**config.mk**
```make
export PLATFORM = sky130hd
export DESIGN_NAME = dual_stepper_ramp_sequencer
export DESIGN_NICKNAME = d
export VERILOG_FILES = /design/src/rtl/dsrs_pkg.sv /design/src/rtl/dsrs_div.sv /design/src/rtl/dsrs_dp.sv /design/src/rtl/dsrs_ctrl.sv /design/src/rtl/dual_stepper_ramp_sequencer.sv
export SDC_FILE = /design/constraint.sdc
export NUM_CORES = 1
export LEC_CHECK = 0
export ABC_AREA = 1
export BUFFER_PORTS_ARGS = -buffer_cell sky130_fd_sc_hd__buf_2
export CAP_MARGIN = 20
export CORE_UTILIZATION = 60
export DETAILED_ROUTE_END_ITERATION = 10
export MAX_ROUTING_LAYER = met4
export PLACE_DENSITY = 0.81
export SYNTH_ARGS = -nofsm -noshare
export SYNTH_HDL_FRONTEND = slang
export SYNTH_SLANG_ARGS = --single-unit
export TNS_END_PERCENT = 1
```
**constraint.sdc**
```tcl
create_clock -name clk -period 21 [get_ports clk]
set_clock_uncertainty 0.15 [all_clocks]
set_input_delay 4.2 -clock clk [delete_from_list [all_inputs] [get_ports clk]]
set_output_delay 4.2 -clock clk [all_outputs]
set_load 0.01 [all_outputs]
```
**src/rtl/dsrs_pkg.sv**
```systemverilog
// Shared types, constants and phase tables for the dual stepper ramp sequencer.
package dsrs_pkg;

	localparam int StepBits      = 12;
	localparam int RateBits      = 16;
	localparam int IntervalBits  = 20;
	localparam int TicksPerSecond = 1000000;
	localparam int ProdBits      = StepBits + RateBits;
	localparam int DivCntBits    = $clog2(IntervalBits);

	localparam logic [IntervalBits-1:0] TicksConst = IntervalBits'(TicksPerSecond);

	localparam logic [1:0] RampNone  = 2'd0;
	localparam logic [1:0] RampZoom  = 2'd1;
	localparam logic [1:0] RampFocus = 2'd2;

	localparam logic [1:0] StatIdle     = 2'd0;
	localparam logic [1:0] StatAccepted = 2'd1;
	localparam logic [1:0] StatRejected = 2'd2;
	localparam logic [1:0] StatRunning  = 2'd3;

	localparam logic [1:0] RegEightPhase = 2'd0;
	localparam logic [1:0] RegSpeedMin   = 2'd1;
	localparam logic [1:0] RegSpeedMax   = 2'd2;
	localparam logic [1:0] RegSpeedInc   = 2'd3;

	localparam logic ActStart = 1'b0;

	typedef struct packed {
		logic       latch;
		logic       setup;
		logic       div_min;
		logic       mul;
		logic       div_ramp;
		logic       set_interval;
		logic       step;
		logic       decrement;
		logic       stop;
		logic       emit;
		logic [1:0] status;
		logic       done;
	} dp_cmd_t;

	typedef struct packed {
		logic is_start;
		logic running;
		logic interval_gt1;
		logic steps_left;
		logic div_done;
		logic out_free;
	} dp_stat_t;

	function automatic logic [3:0] table_four(input logic [1:0] p);
		case (p)
			2'd0: table_four = 4'h9;
			2'd1: table_four = 4'h5;
			2'd2: table_four = 4'h6;
			default: table_four = 4'hA;
		endcase
	endfunction

	function automatic logic [3:0] table_eight(input logic [2:0] p);
		case (p)
			3'd0: table_eight = 4'h1;
			3'd1: table_eight = 4'h5;
			3'd2: table_eight = 4'h4;
			3'd3: table_eight = 4'h6;
			3'd4: table_eight = 4'h2;
			3'd5: table_eight = 4'hA;
			3'd6: table_eight = 4'h8;
			default: table_eight = 4'h9;
		endcase
	endfunction

endpackage

```
**src/rtl/dsrs_div.sv**
```systemverilog
// Restoring serial divider: tick rate divided by a 16-bit speed, one bit per cycle.
module dsrs_div (
	input  logic                                 clk,
	input  logic                                 arst_n,
	input  logic                                 go,
	input  logic [dsrs_pkg::RateBits-1:0]        divisor,
	output logic                                 done,
	output logic [dsrs_pkg::IntervalBits-1:0]    quotient
);

	logic                                busy_q;
	logic                                done_q;
	logic [dsrs_pkg::DivCntBits-1:0]     cnt_q;
	logic [dsrs_pkg::RateBits-1:0]       rem_q;
	logic [dsrs_pkg::RateBits-1:0]       d_q;
	logic [dsrs_pkg::IntervalBits-1:0]   quo_q;
	logic [dsrs_pkg::RateBits:0]         rem_sh;
	logic [dsrs_pkg::RateBits:0]         diff;
	logic                                fits;

	assign rem_sh = {rem_q, quo_q[dsrs_pkg::IntervalBits-1]};
	assign diff   = rem_sh - {1'b0, d_q};
	assign fits   = rem_sh >= {1'b0, d_q};

	always_ff @(posedge clk or negedge arst_n) begin
		if (!arst_n) begin
			busy_q <= 1'b0;
			done_q <= 1'b0;
			cnt_q  <= '0;
		end else begin
			done_q <= 1'b0;
			if (go) begin
				busy_q <= 1'b1;
				cnt_q  <= '0;
			end else if (busy_q) begin
				if (cnt_q == dsrs_pkg::DivCntBits'(dsrs_pkg::IntervalBits - 1)) begin
					busy_q <= 1'b0;
					done_q <= 1'b1;
				end
				cnt_q <= cnt_q + 1'b1;
			end
		end
	end

	always_ff @(posedge clk) begin
		if (go) begin
			d_q   <= divisor;
			rem_q <= '0;
			quo_q <= dsrs_pkg::TicksConst;
		end else if (busy_q) begin
			rem_q <= fits ? diff[dsrs_pkg::RateBits-1:0] : rem_sh[dsrs_pkg::RateBits-1:0];
			quo_q <= {quo_q[dsrs_pkg::IntervalBits-2:0], fits};
		end
	end

	assign done     = done_q;
	assign quotient = quo_q;

endmodule

```
**src/rtl/dsrs_dp.sv**
```systemverilog
// Datapath: motor state, ramp speed, interval divider, config and output registers.
module dsrs_dp (
	input  logic                               clk,
	input  logic                               arst_n,
	input  logic                               cfg_we,
	input  logic [1:0]                         cfg_index,
	input  logic [dsrs_pkg::RateBits-1:0]      cfg_data,
	input  logic [31:0]                        s_tdata,
	input  logic                               s_tuser,
	input  logic                               m_tready,
	input  dsrs_pkg::dp_cmd_t                  cmd,
	output dsrs_pkg::dp_stat_t                 stat,
	output logic                               m_tvalid,
	output logic [15:0]                        m_tdata
);

	localparam int SB = dsrs_pkg::StepBits;
	localparam int RB = dsrs_pkg::RateBits;
	localparam int IB = dsrs_pkg::IntervalBits;
	localparam int PB = dsrs_pkg::ProdBits;

	// config
	logic          eight_q;
	logic [RB-1:0] spd_min_q, spd_max_q, spd_inc_q;

	// latched item
	logic          action_q;
	logic [SB-1:0] in_zsteps_q, in_fsteps_q;
	logic          in_ztele_q, in_ffar_q;

	// move state
	logic [SB-1:0] zoom_rem_q, focus_rem_q;
	logic          zoom_dir_q, focus_dir_q;
	logic [2:0]    zoom_ph_q, focus_ph_q;
	logic [1:0]    ramp_motor_q;
	logic [SB-1:0] ramp_len_q;
	logic [IB-1:0] interval_q;
	logic          running_q;
	logic [3:0]    zoom_drv_q, focus_drv_q;
	logic [PB-1:0] prod_q;

	// output register
	logic          out_valid_q;
	logic [3:0]    out_zoom_q, out_focus_q;
	logic [1:0]    out_status_q;
	logic          out_done_q;

	logic [SB-1:0] cur, prog;
	logic [PB:0]   spd_sum;
	logic [RB-1:0] spd_ramp, spd_sel, div_d;
	logic          div_go, div_done;
	logic [IB-1:0] quotient;
	logic [2:0]    zoom_ph_nx, focus_ph_nx;
	logic [3:0]    zoom_ent, focus_ent;

	always_comb begin
		cur = (ramp_motor_q == dsrs_pkg::RampZoom) ? zoom_rem_q : focus_rem_q;
		if (cur <= (ramp_len_q >> 1))
			prog = cur;
		else if (cur > ramp_len_q)
			prog = '0;
		else
			prog = ramp_len_q - cur;
	end

	always_comb begin
		spd_sum = {{(PB+1-RB){1'b0}}, spd_min_q} + {1'b0, prod_q};
		if (spd_sum >= {{(PB+1-RB){1'b0}}, spd_max_q})
			spd_ramp = spd_max_q;
		else
			spd_ramp = spd_sum[RB-1:0];
		if (cmd.div_min || ramp_motor_q == dsrs_pkg::RampNone)
			spd_sel = spd_min_q;
		else
			spd_sel = spd_ramp;
		div_d = (spd_sel == '0) ? RB'(1) : spd_sel;
	end

	assign div_go = cmd.div_min | cmd.div_ramp;

	dsrs_div u_div (
		.clk      (clk),
		.arst_n   (arst_n),
		.go       (div_go),
		.divisor  (div_d),
		.done     (div_done),
		.quotient (quotient)
	);

	function automatic logic [2:0] next_phase(input logic [2:0] p, input logic dir,
	                                          input logic eight);
		logic [2:0] mask;
		mask = eight ? 3'd7 : 3'd3;
		next_phase = dir ? ((p - 3'd1) & mask) : ((p + 3'd1) & mask);
	endfunction

	assign zoom_ph_nx  = next_phase(zoom_ph_q, zoom_dir_q, eight_q);
	assign focus_ph_nx = next_phase(focus_ph_q, focus_dir_q, eight_q);
	assign zoom_ent    = eight_q ? dsrs_pkg::table_eight(zoom_ph_nx)
	                             : dsrs_pkg::table_four(zoom_ph_nx[1:0]);
	assign focus_ent   = eight_q ? dsrs_pkg::table_eight(focus_ph_nx)
	                             : dsrs_pkg::table_four(focus_ph_nx[1:0]);

	always_ff @(posedge clk or negedge arst_n) begin
		if (!arst_n) begin
			eight_q   <= 1'b0;
			spd_min_q <= RB'(300);
			spd_max_q <= RB'(800);
			spd_inc_q <= RB'(15);
		end else if (cfg_we) begin
			case (cfg_index)
				dsrs_pkg::RegEightPhase: eight_q   <= cfg_data[0];
				dsrs_pkg::RegSpeedMin:   spd_min_q <= cfg_data;
				dsrs_pkg::RegSpeedMax:   spd_max_q <= cfg_data;
				dsrs_pkg::RegSpeedInc:   spd_inc_q <= cfg_data;
				default: ;
			endcase
		end
	end

	always_ff @(posedge clk) begin
		if (cmd.latch) begin
			action_q    <= s_tuser;
			in_zsteps_q <= s_tdata[SB-1:0];
			in_ztele_q  <= s_tdata[SB];
			in_fsteps_q <= s_tdata[2*SB:SB+1];
			in_ffar_q   <= s_tdata[2*SB+1];
		end
		if (cmd.mul)
			prod_q <= prog * spd_inc_q;
	end

	always_ff @(posedge clk or negedge arst_n) begin
		if (!arst_n) begin
			zoom_rem_q   <= '0;
			focus_rem_q  <= '0;
			zoom_dir_q   <= 1'b0;
			focus_dir_q  <= 1'b0;
			zoom_ph_q    <= '0;
			focus_ph_q   <= '0;
			ramp_motor_q <= dsrs_pkg::RampNone;
			ramp_len_q   <= '0;
			interval_q   <= '0;
			running_q    <= 1'b0;
			zoom_drv_q   <= '0;
			focus_drv_q  <= '0;
		end else begin
			if (cmd.setup) begin
				zoom_rem_q  <= in_zsteps_q;
				focus_rem_q <= in_fsteps_q;
				zoom_dir_q  <= in_ztele_q;
				focus_dir_q <= in_ffar_q;
				running_q   <= 1'b1;
				if (in_zsteps_q != '0 && in_fsteps_q == '0) begin
					ramp_motor_q <= dsrs_pkg::RampZoom;
					ramp_len_q   <= in_zsteps_q;
				end else if (in_zsteps_q == '0 && in_fsteps_q != '0) begin
					ramp_motor_q <= dsrs_pkg::RampFocus;
					ramp_len_q   <= in_fsteps_q;
				end else if (in_zsteps_q != '0) begin
					if (in_zsteps_q > in_fsteps_q) begin
						ramp_motor_q <= dsrs_pkg::RampFocus;
						ramp_len_q   <= in_fsteps_q;
					end else begin
						ramp_motor_q <= dsrs_pkg::RampZoom;
						ramp_len_q   <= in_zsteps_q;
					end
				end else begin
					ramp_motor_q <= dsrs_pkg::RampNone;
					ramp_len_q   <= '0;
				end
			end
			if (cmd.set_interval)
				interval_q <= quotient;
			else if (cmd.decrement)
				interval_q <= interval_q - 1'b1;
			if (cmd.step) begin
				if (zoom_rem_q != '0) begin
					zoom_ph_q  <= zoom_ph_nx;
					zoom_drv_q <= {zoom_ent[3], zoom_ent[0], zoom_ent[1], zoom_ent[2]};
					zoom_rem_q <= zoom_rem_q - 1'b1;
				end
				if (focus_rem_q != '0) begin
					focus_ph_q  <= focus_ph_nx;
					focus_drv_q <= focus_ent;
					focus_rem_q <= focus_rem_q - 1'b1;
				end
			end
			if (cmd.stop) begin
				zoom_drv_q  <= '0;
				focus_drv_q <= '0;
				running_q   <= 1'b0;
			end
		end
	end

	always_ff @(posedge clk or negedge arst_n) begin
		if (!arst_n)
			out_valid_q <= 1'b0;
		else if (cmd.emit)
			out_valid_q <= 1'b1;
		else if (m_tready)
			out_valid_q <= 1'b0;
	end

	always_ff @(posedge clk) begin
		if (cmd.emit) begin
			out_zoom_q   <= zoom_drv_q;
			out_focus_q  <= focus_drv_q;
			out_status_q <= cmd.status;
			out_done_q   <= cmd.done;
		end
	end

	assign stat.is_start     = (action_q == dsrs_pkg::ActStart);
	assign stat.running      = running_q;
	assign stat.interval_gt1 = interval_q > IB'(1);
	assign stat.steps_left   = (zoom_rem_q != '0) || (focus_rem_q != '0);
	assign stat.div_done     = div_done;
	assign stat.out_free     = !out_valid_q || m_tready;

	assign m_tvalid = out_valid_q;
	assign m_tdata  = {5'b0, out_done_q, out_status_q, out_focus_q, out_zoom_q};

endmodule

```
**src/rtl/dsrs_ctrl.sv**
```systemverilog
// Controller: sequences one item at a time through decode and, where needed, ramp multiply and divide, then output.
module dsrs_ctrl (
	input  logic               clk,
	input  logic               arst_n,
	input  logic               s_tvalid,
	output logic               s_tready,
	input  dsrs_pkg::dp_stat_t stat,
	output dsrs_pkg::dp_cmd_t  cmd
);

	localparam logic [2:0] StIdle   = 3'd0;
	localparam logic [2:0] StEval   = 3'd1;
	localparam logic [2:0] StMul    = 3'd2;
	localparam logic [2:0] StDiv    = 3'd3;
	localparam logic [2:0] StFinish = 3'd4;

	logic [2:0] state_q, state_d;
	logic [1:0] status_q, status_d;
	logic       done_q, done_d;
	logic       start_q, start_d;

	always_comb begin
		state_d  = state_q;
		status_d = status_q;
		done_d   = done_q;
		start_d  = start_q;
		cmd      = '0;
		cmd.status = status_q;
		cmd.done   = done_q;
		s_tready = (state_q == StIdle);
		case (state_q)
			StIdle: begin
				if (s_tvalid) begin
					cmd.latch = 1'b1;
					state_d   = StEval;
				end
			end
			StEval: begin
				done_d  = 1'b0;
				start_d = stat.is_start;
				if (stat.is_start) begin
					if (stat.running) begin
						status_d = dsrs_pkg::StatRejected;
						state_d  = StFinish;
					end else begin
						cmd.setup   = 1'b1;
						cmd.div_min = 1'b1;
						status_d    = dsrs_pkg::StatAccepted;
						state_d     = StDiv;
					end
				end else if (!stat.running) begin
					status_d = dsrs_pkg::StatIdle;
					state_d  = StFinish;
				end else if (stat.interval_gt1) begin
					cmd.decrement = 1'b1;
					status_d      = dsrs_pkg::StatRunning;
					state_d       = StFinish;
				end else if (stat.steps_left) begin
					cmd.mul  = 1'b1;
					status_d = dsrs_pkg::StatRunning;
					state_d  = StMul;
				end else begin
					cmd.stop = 1'b1;
					done_d   = 1'b1;
					status_d = dsrs_pkg::StatIdle;
					state_d  = StFinish;
				end
			end
			StMul: begin
				cmd.div_ramp = 1'b1;
				state_d      = StDiv;
			end
			StDiv: begin
				if (stat.div_done) begin
					cmd.set_interval = 1'b1;
					cmd.step         = !start_q;
					state_d          = StFinish;
				end
			end
			StFinish: begin
				if (stat.out_free) begin
					cmd.emit = 1'b1;
					state_d  = StIdle;
				end
			end
			default: state_d = StIdle;
		endcase
	end

	always_ff @(posedge clk or negedge arst_n) begin
		if (!arst_n) begin
			state_q  <= StIdle;
			status_q <= dsrs_pkg::StatIdle;
			done_q   <= 1'b0;
			start_q  <= 1'b0;
		end else begin
			state_q  <= state_d;
			status_q <= status_d;
			done_q   <= done_d;
			start_q  <= start_d;
		end
	end

endmodule

```
**src/rtl/dual_stepper_ramp_sequencer.sv**
```systemverilog
// Top level of the dual stepper ramp sequencer: controller plus datapath.
//
//  channel   dir  handshake           payload
//  s_*       in   s_tvalid/s_tready   tdata: move request, tuser: action
//  m_*       out  m_tvalid/m_tready   tdata: coil drives, status, move_done
//  cfg_*     in   cfg_we              cfg_index selects register, cfg_data value
//
// A start, and an interval expiry with steps left, wait for the serial divider that
// turns the step rate into a tick interval.
// Reset clears all motor state, coils off, and loads register defaults.
// A result waiting in the output register does not stop the next item from
// being taken; only the finishing cycle waits for that register to free up.
module dual_stepper_ramp_sequencer (
	input  logic        clk,
	input  logic        arst_n,
	input  logic        cfg_we,
	input  logic [1:0]  cfg_index,
	input  logic [15:0] cfg_data,
	input  logic        s_tvalid,
	output logic        s_tready,
	// [11:0] zoom_steps, [12] zoom_toward_tele, [24:13] focus_steps,
	// [25] focus_toward_far, [31:26] zero
	input  logic [31:0] s_tdata,
	// [0] action
	input  logic        s_tuser,
	output logic        m_tvalid,
	input  logic        m_tready,
	// [3:0] zoom_coils, [7:4] focus_coils, [9:8] status, [10] move_done, [15:11] zero
	output logic [15:0] m_tdata
);

	dsrs_pkg::dp_cmd_t  cmd;
	dsrs_pkg::dp_stat_t stat;

	dsrs_ctrl u_ctrl (
		.clk      (clk),
		.arst_n   (arst_n),
		.s_tvalid (s_tvalid),
		.s_tready (s_tready),
		.stat     (stat),
		.cmd      (cmd)
	);

	dsrs_dp u_dp (
		.clk       (clk),
		.arst_n    (arst_n),
		.cfg_we    (cfg_we),
		.cfg_index (cfg_index),
		.cfg_data  (cfg_data),
		.s_tdata   (s_tdata),
		.s_tuser   (s_tuser),
		.m_tready  (m_tready),
		.cmd       (cmd),
		.stat      (stat),
		.m_tvalid  (m_tvalid),
		.m_tdata   (m_tdata)
	);

endmodule

```
Word level (Yosys, flattened, before mapping)
Cells that the tools add are included.
{"block": "word_totals", "out_inout_bits": 18, "wordCells": 211, "ff_bits": 257, "in_bits": 56}
{"block": "classes", "order_cmp": 6, "reduce_logical": 37, "mux": 85, "bitwise_logic": 6, "addsub": 11, "n_eq_ne": 28, "n_mul": 1}
{"cell": "$mux W12", "n": 13}
{"cell": "$pmux W4 S7", "n": 2}
{"cell": "$mux W16", "n": 3}
{"cell": "$reduce_bool A12 Y1", "n": 4}
{"cell": "$mux W20", "n": 2}
{"cell": "$mux W3", "n": 12}
{"cell": "$mux W2", "n": 16}
{"cell": "$mux W4", "n": 8}
{"cell": "$add A16 B28 Y29", "n": 1}
{"cell": "$ge A29 B16 Y1", "n": 1}
{"cell": "$mul A12 B16 Y28", "n": 1}
{"cell": "$gt A12 B12 Y1", "n": 2}
{"cell": "$logic_not A12 Y1", "n": 2}
{"cell": "$mux W1", "n": 24}
{"cell": "$pmux W4 S3", "n": 2}
{"cell": "$sub A12 B1 Y12 const B", "n": 2}
{"cell": "$eq A3 B3 Y1 const B", "n": 7}
{"cell": "$gt A20 B1 Y1 const B", "n": 1}
{"cell": "$sub A20 B1 Y20 const B", "n": 1}
{"cell": "$eq A3 B2 Y1 const B", "n": 6}
{"cell": "$ge A17 B16 Y1", "n": 1}
{"cell": "$logic_not A16 Y1", "n": 1}
{"cell": "$reduce_and A2 Y1", "n": 8}
{"cell": "$sub A16 B16 Y16", "n": 1}
{"cell": "other kinds (23)", "n": 53}

Logic depth before layout (Yosys ltp)
{"block": "depth", "ltp_word": 10, "depth_mapped": 45, "ltp_nobuf": 43}

Hierarchy
A second synthesis with hierarchy kept.
{"block": "hier_totals", "cells_unflattened": 2770, "area_unflattened_um2": 21728.3}
{"mod": "dsrs_dp", "cells_each": 2258, "seq_area_each_um2": 5123.7, "area_per_inst_um2": 17981.0, "n_inst": 1}
{"mod": "dsrs_div", "cells_each": 438, "seq_area_each_um2": 1376.3, "area_per_inst_um2": 3265.6, "n_inst": 1}
{"mod": "dsrs_ctrl", "cells_each": 74, "seq_area_each_um2": 175.2, "area_per_inst_um2": 481.7, "n_inst": 1}

Worst setup path after synthesis
Ideal clock, no wire load.
{"block": "synth_path", "kind": "register to register", "startpoint": "register u_dp.ramp_motor_q[0]", "endpoint": "register u_dp.prod_q[26], data pin", "path_buffers": 3, "period_less_slack_ns": 7.864, "t_arrival_ns": 7.449, "required_ns": 20.585, "setup_slack_ns": 13.136, "setup_time_ns": 0.265, "path_stages_with_launch": 42, "path_cell_list": "dfrtp_1 > nand2_1 > clkbuf_1 > nand2_1 > o21ai_0 > inv_1 > ha_1 > inv_2 > nor3_2 > nand2_1 > o211ai_2 > nand2_1 > nand2_1 > a21oi_1 > or2_1 > nand2_1 > a21oi_1 > or2_4 > [... 6 more ...] > inv_1 > fa_1 > fa_1 > inv_1 > fa_1 > inv_1 > ha_1 > a21oi_1 > inv_1 > o21ai_0 > o211ai_1 > a21oi_1 > inv_1 > a21oi_1 > o21ai_0 > a21oi_1 > o21ai_0 > xor2_1"}
{"block": "synth_between", "elab_chain_len": 6, "word_cells_on_any_way": 8, "cone_classes": "1 x add/sub; 1 x mul; 2 x order compare; 1 x eq/ne; 3 x mux"}
{"element": "from (decl)", "line_no": "dsrs_dp.sv:35", "source": "logic [1:0] ramp_motor_q;"}
{"element": "from (signal assigned)", "line_no": "dsrs_dp.sv:141", "source": "ramp_motor_q <= dsrs_pkg::RampNone;"}
{"element": "from (signal assigned)", "line_no": "dsrs_dp.sv:155", "source": "ramp_motor_q <= dsrs_pkg::RampZoom;"}
{"element": "from (signal assigned)", "line_no": "dsrs_dp.sv:158", "source": "ramp_motor_q <= dsrs_pkg::RampFocus;"}
{"element": "$eq A2 B1 Y1 *", "line_no": "dsrs_dp.sv:57", "source": "cur = (ramp_motor_q == dsrs_pkg::RampZoom) ? zoom_rem_q : focus_rem_q;"}
{"element": "$mux W12 *", "line_no": "dsrs_dp.sv:57"}
{"element": "$sub A12 B12 Y12 or $gt A12 B12 Y1 (tied branches)", "line_no": "dsrs_dp.sv:63, dsrs_dp.sv:60"}
{"element": "$mux W12", "line_no": "dsrs_dp.sv:60", "source": "else if (cur > ramp_len_q)"}
{"element": "$mux W12 *", "line_no": "dsrs_dp.sv:58", "source": "if (cur <= (ramp_len_q >> 1))"}
{"element": "$mul A12 B16 Y28 *", "line_no": "dsrs_dp.sv:130", "source": "prod_q <= prog * spd_inc_q;"}
{"element": "to (signal assigned)", "line_no": "dsrs_dp.sv:130"}
{"element": "to (decl)", "line_no": "dsrs_dp.sv:40", "source": "logic [PB-1:0] prod_q;"}
Every way passes the cells marked *; elsewhere a longest branch is shown, timed or not.
A chain may end at the register's enable or synchronous reset.

Worst setup path after layout
{"block": "layout_path", "startpoint": "register u_dp.ramp_motor_q[1]", "endpoint": "register u_dp.prod_q[26], data pin"}
The elaborated chain is that of the path after synthesis.

==> flow_summary.yaml <==
critical_path:
  cp.arrival_ns: 9.55
  reg2reg_from: "u_dp.ramp_motor_q[1]"
  slowest_delay_ns: 0.59
  criticalPathCategory: "reg -> reg"
  cp.required_ns: 21.14
  critPathSlowestCell: "o21ai_0"
  cp-end-kind: "flop"
  crit_fanout: 24
  startpoint_type: "flop"
  cp-startpoint: "u_dp.ramp_motor_q[1]"
synthesis:
  seq_area_frac_synth: 0.3112
  postSynthAreaPerCell_um2: 8.030
  synth-edff-count: 82
  ys_types: 65
  synth_flop_cell: "dfrtp_1"
  ys_seq_elements: 257
  syn_area_um2: 21450
  yosysWarnings: 0
  synthArstFlopShare: 0.5409
  synthCells: 2671
global_routing:
  grtUsageTotal: 0.2895
  grt_use_met1: 0.3475
  grtUsageMet3: 0.03213
  antenna_found_initial: 4
  grt_pass1_wl_mm: 83.02
  met2_usage: 0.5007
  grt_pass1_vias: 17880
  gr-max-usage-layer: "met2"
  grt_max_degree: 74
  grt-ovfl-total: 0
clocking:
  cts-root-buf: "clkbuf_16"
  insertion_delay_ns: 0.56
  cts_buffers: 29
  cts_resized: 0
  postCtsHoldBufs: 0
  cts_max_level: 1
  numClockSinks: 257
  path_clk_slew_ns: 0.06
  post_cts_buffers: 0
  cts_tree: "done"
  cts.path.max_buffers: 3
floorplan:
  coreArea_um2: 34880
  pin_count: 74
  fp-row-count: 68
  die_y_um: 191.1
  start_util: 0.6148
  die_area_um2: 36500
  die_x_um: 191.1
place:
  hpwlAfterDp_mm: 38.90
  placed_area_um2: 22060
  gp_congestion: 1.009
  portBuffers: 62
final_layout:
  nets: 3073
  regArea_um2: 6675
  stdcell_area_um2: 23160
  syn_to_final_growth_pct: 8.004
  final_util: 0.6640
  drive_gt1_frac: 0.07799
  multi_input_area_um2: 12430
  fillers: 2836
timing:
  fmax_mhz: 106.3
  finalSetupViolCount: 0
  fin_crit_sh: 0.4481
  finalHoldViolations: 0
  tightestPinTransition_ns: 1.003
  drv_slew: 0
  rsz0062_at_grt: "no"
  tns_ns: 0
  max_slew_margin: 0.3296
  post-route-min-period_ns: 9.410
routing:
  wl_mm: 49.77
  drt_iter0_markers: 1281
  drc: 0
  dr.pass1.iters: 7
  detail_route.wl_per_cell_um: 15.60
  ant_nets: 0
  via_count: 17670
  routed_via_density: 5.538
worst_hold_path:
  hp-class: "reg -> reg"
  min_from: "u_dp.zoom_drv_q[2]"
status:
  run_status: "finished, final reports clean"
job:
  cap_viol_max_count: 0
==> kinds of logic (layout without fill, tap and decap cells) <==
family          after synthesis  in the layout  synth area share
flops                       257            257            0.3112
xor+xnor                     86             86           0.03512
compound gates              381            381            0.1088
buf+inv                     611            667            0.1108
fa+ha+maj                   309            309            0.2310
other cells                   1              9         0.0001749
simple gates               1026           1026            0.2028
==> registers in the layout (all words and copies together), names as in the netlist, 3 cells and up <==
signal and flops:
u_dp.spd_max_q 16, u_dp.interval_q 20, u_dp.u_div.cnt_q 5, u_dp.zoom_drv_q 4, u_dp.prod_q 28, u_dp.u_div.rem_q 16, u_ctrl.state_q 3, u_dp.focus_drv_q 4
u_dp.zoom_rem_q 12, u_dp.u_div.d_q 16, u_dp.u_div.quotient 20, u_dp.zoom_ph_q 3, u_dp.in_zsteps_q 12, u_dp.ramp_len_q 12, u_dp.out_focus_q 4, u_dp.focus_ph_q 3
u_dp.out_zoom_q 4, u_dp.spd_min_q 16, u_dp.in_fsteps_q 12, u_dp.focus_rem_q 12, u_dp.spd_inc_q 16
==> path summary, 6_finish.rpt <==
| path | end | slack [ns] | depth (start not counted) |
|---|---|---|---|
| setup / recovery | u_dp.prod_q[26] | 11.59 | 41 |
| setup reg to reg | u_dp.prod_q[26] | 11.59 | 41 |
| min in group asynchronous | u_dp.interval_q[1] | 3.49 | 1 |
| max in group asynchronous | u_dp.spd_max_q[15] | 15.83 | 2 |
| hold / removal | u_dp.out_zoom_q[2] | 0.30 | 0 |
| hold reg to reg | u_dp.out_zoom_q[2] | 0.30 | 0 |
==> layer usage <==
metal	up-vias	share of wire
met3	114	0.059
met2	591	0.50
met5	-	0
li1	8519	-
met4	0	0.035
met1	8443	0.41
==> worst max-delay path, delay by kind of cell (launching register included) <==
family,cells,cell delay [ns]
flops,1,0.38
compound gates,12,2.37
xor+xnor,1,0.16
buf+inv,8,0.71
fa+ha+maj,8,3.59
simple gates,12,1.72
==> metrics by stage <==
step	cells	hold slack, ns	worst slack, ns
after floorplan	2675	0.2753	13.14
after detailed placement	3129	0.2895	11.70
after global routing	3190	0.3146	10.97
after CTS	3183	0.3043	11.65
final	3190	0.3023	11.59
after global placement	3129	0.2869	11.93
==> final cells by class <==
class,count,area share
multi-input combinational,1807,0.5364
sequential,257,0.2882
inverter,543,0.08799
clock buffer,39,0.03700
tap,455,0.02458
timing repair buffer,70,0.01745
clock inverter,15,0.007940
antenna,4,0.0004321
==> Yosys cell counts (15+ instances only) <==
master | instances | area [um^2]
nand2_1 | 598 | 2245
inv_1 | 526 | 1974
nor2_1 | 203 | 762.0
o21ai_0 | 176 | 880.8
ha_1 | 164 | 2052
fa_1 | 145 | 2903
dfrtp_1 | 128 | 3203
nand3_1 | 105 | 525.5
a21oi_1 | 87 | 435.4
edfxtp_1 | 82 | 2462
xor2_1 | 51 | 446.7
clkbuf_1 | 37 | 138.9
dfxtp_1 | 36 | 720.7
xnor2_1 | 35 | 306.5
nor3_1 | 23 | 115.1
nand2_2 | 19 | 118.9
o221ai_1 | 18 | 157.7
o22ai_1 | 18 | 112.6
nor4_1 | 15 | 93.84
==> cells in the final DEF (no fill, tap or decap), types with 9 or more instances in the layout <==
master	netlist	routed
nor4_1	15	15
o22ai_1	18	18
a22oi_1	10	10
a31oi_1	9	9
xnor2_1	35	35
a21oi_1	87	87
xor2_1	51	51
nand2_1	598	598
o211ai_1	10	10
nand3b_1	14	14
nor2_1	203	203
clkbuf_16	0	32
o21ai_0	176	176
fa_1	145	145
nand2_2	19	19
dfrtp_1	128	128
nor2_2	14	13
edfxtp_1	82	82
o21ai_1	9	9
dfxtp_1	36	36
inv_1	526	526
ha_1	164	164
inv_2	14	14
nand3_1	105	105
buf_2	5	61
o221ai_1	18	18
o22ai_4	11	11
nor3_1	23	21
dfstp_2	11	11
nand4_1	9	9
Power is not shown: default switching activity piles up to over one toggle a cycle in this logic, so the estimate is an artifact.
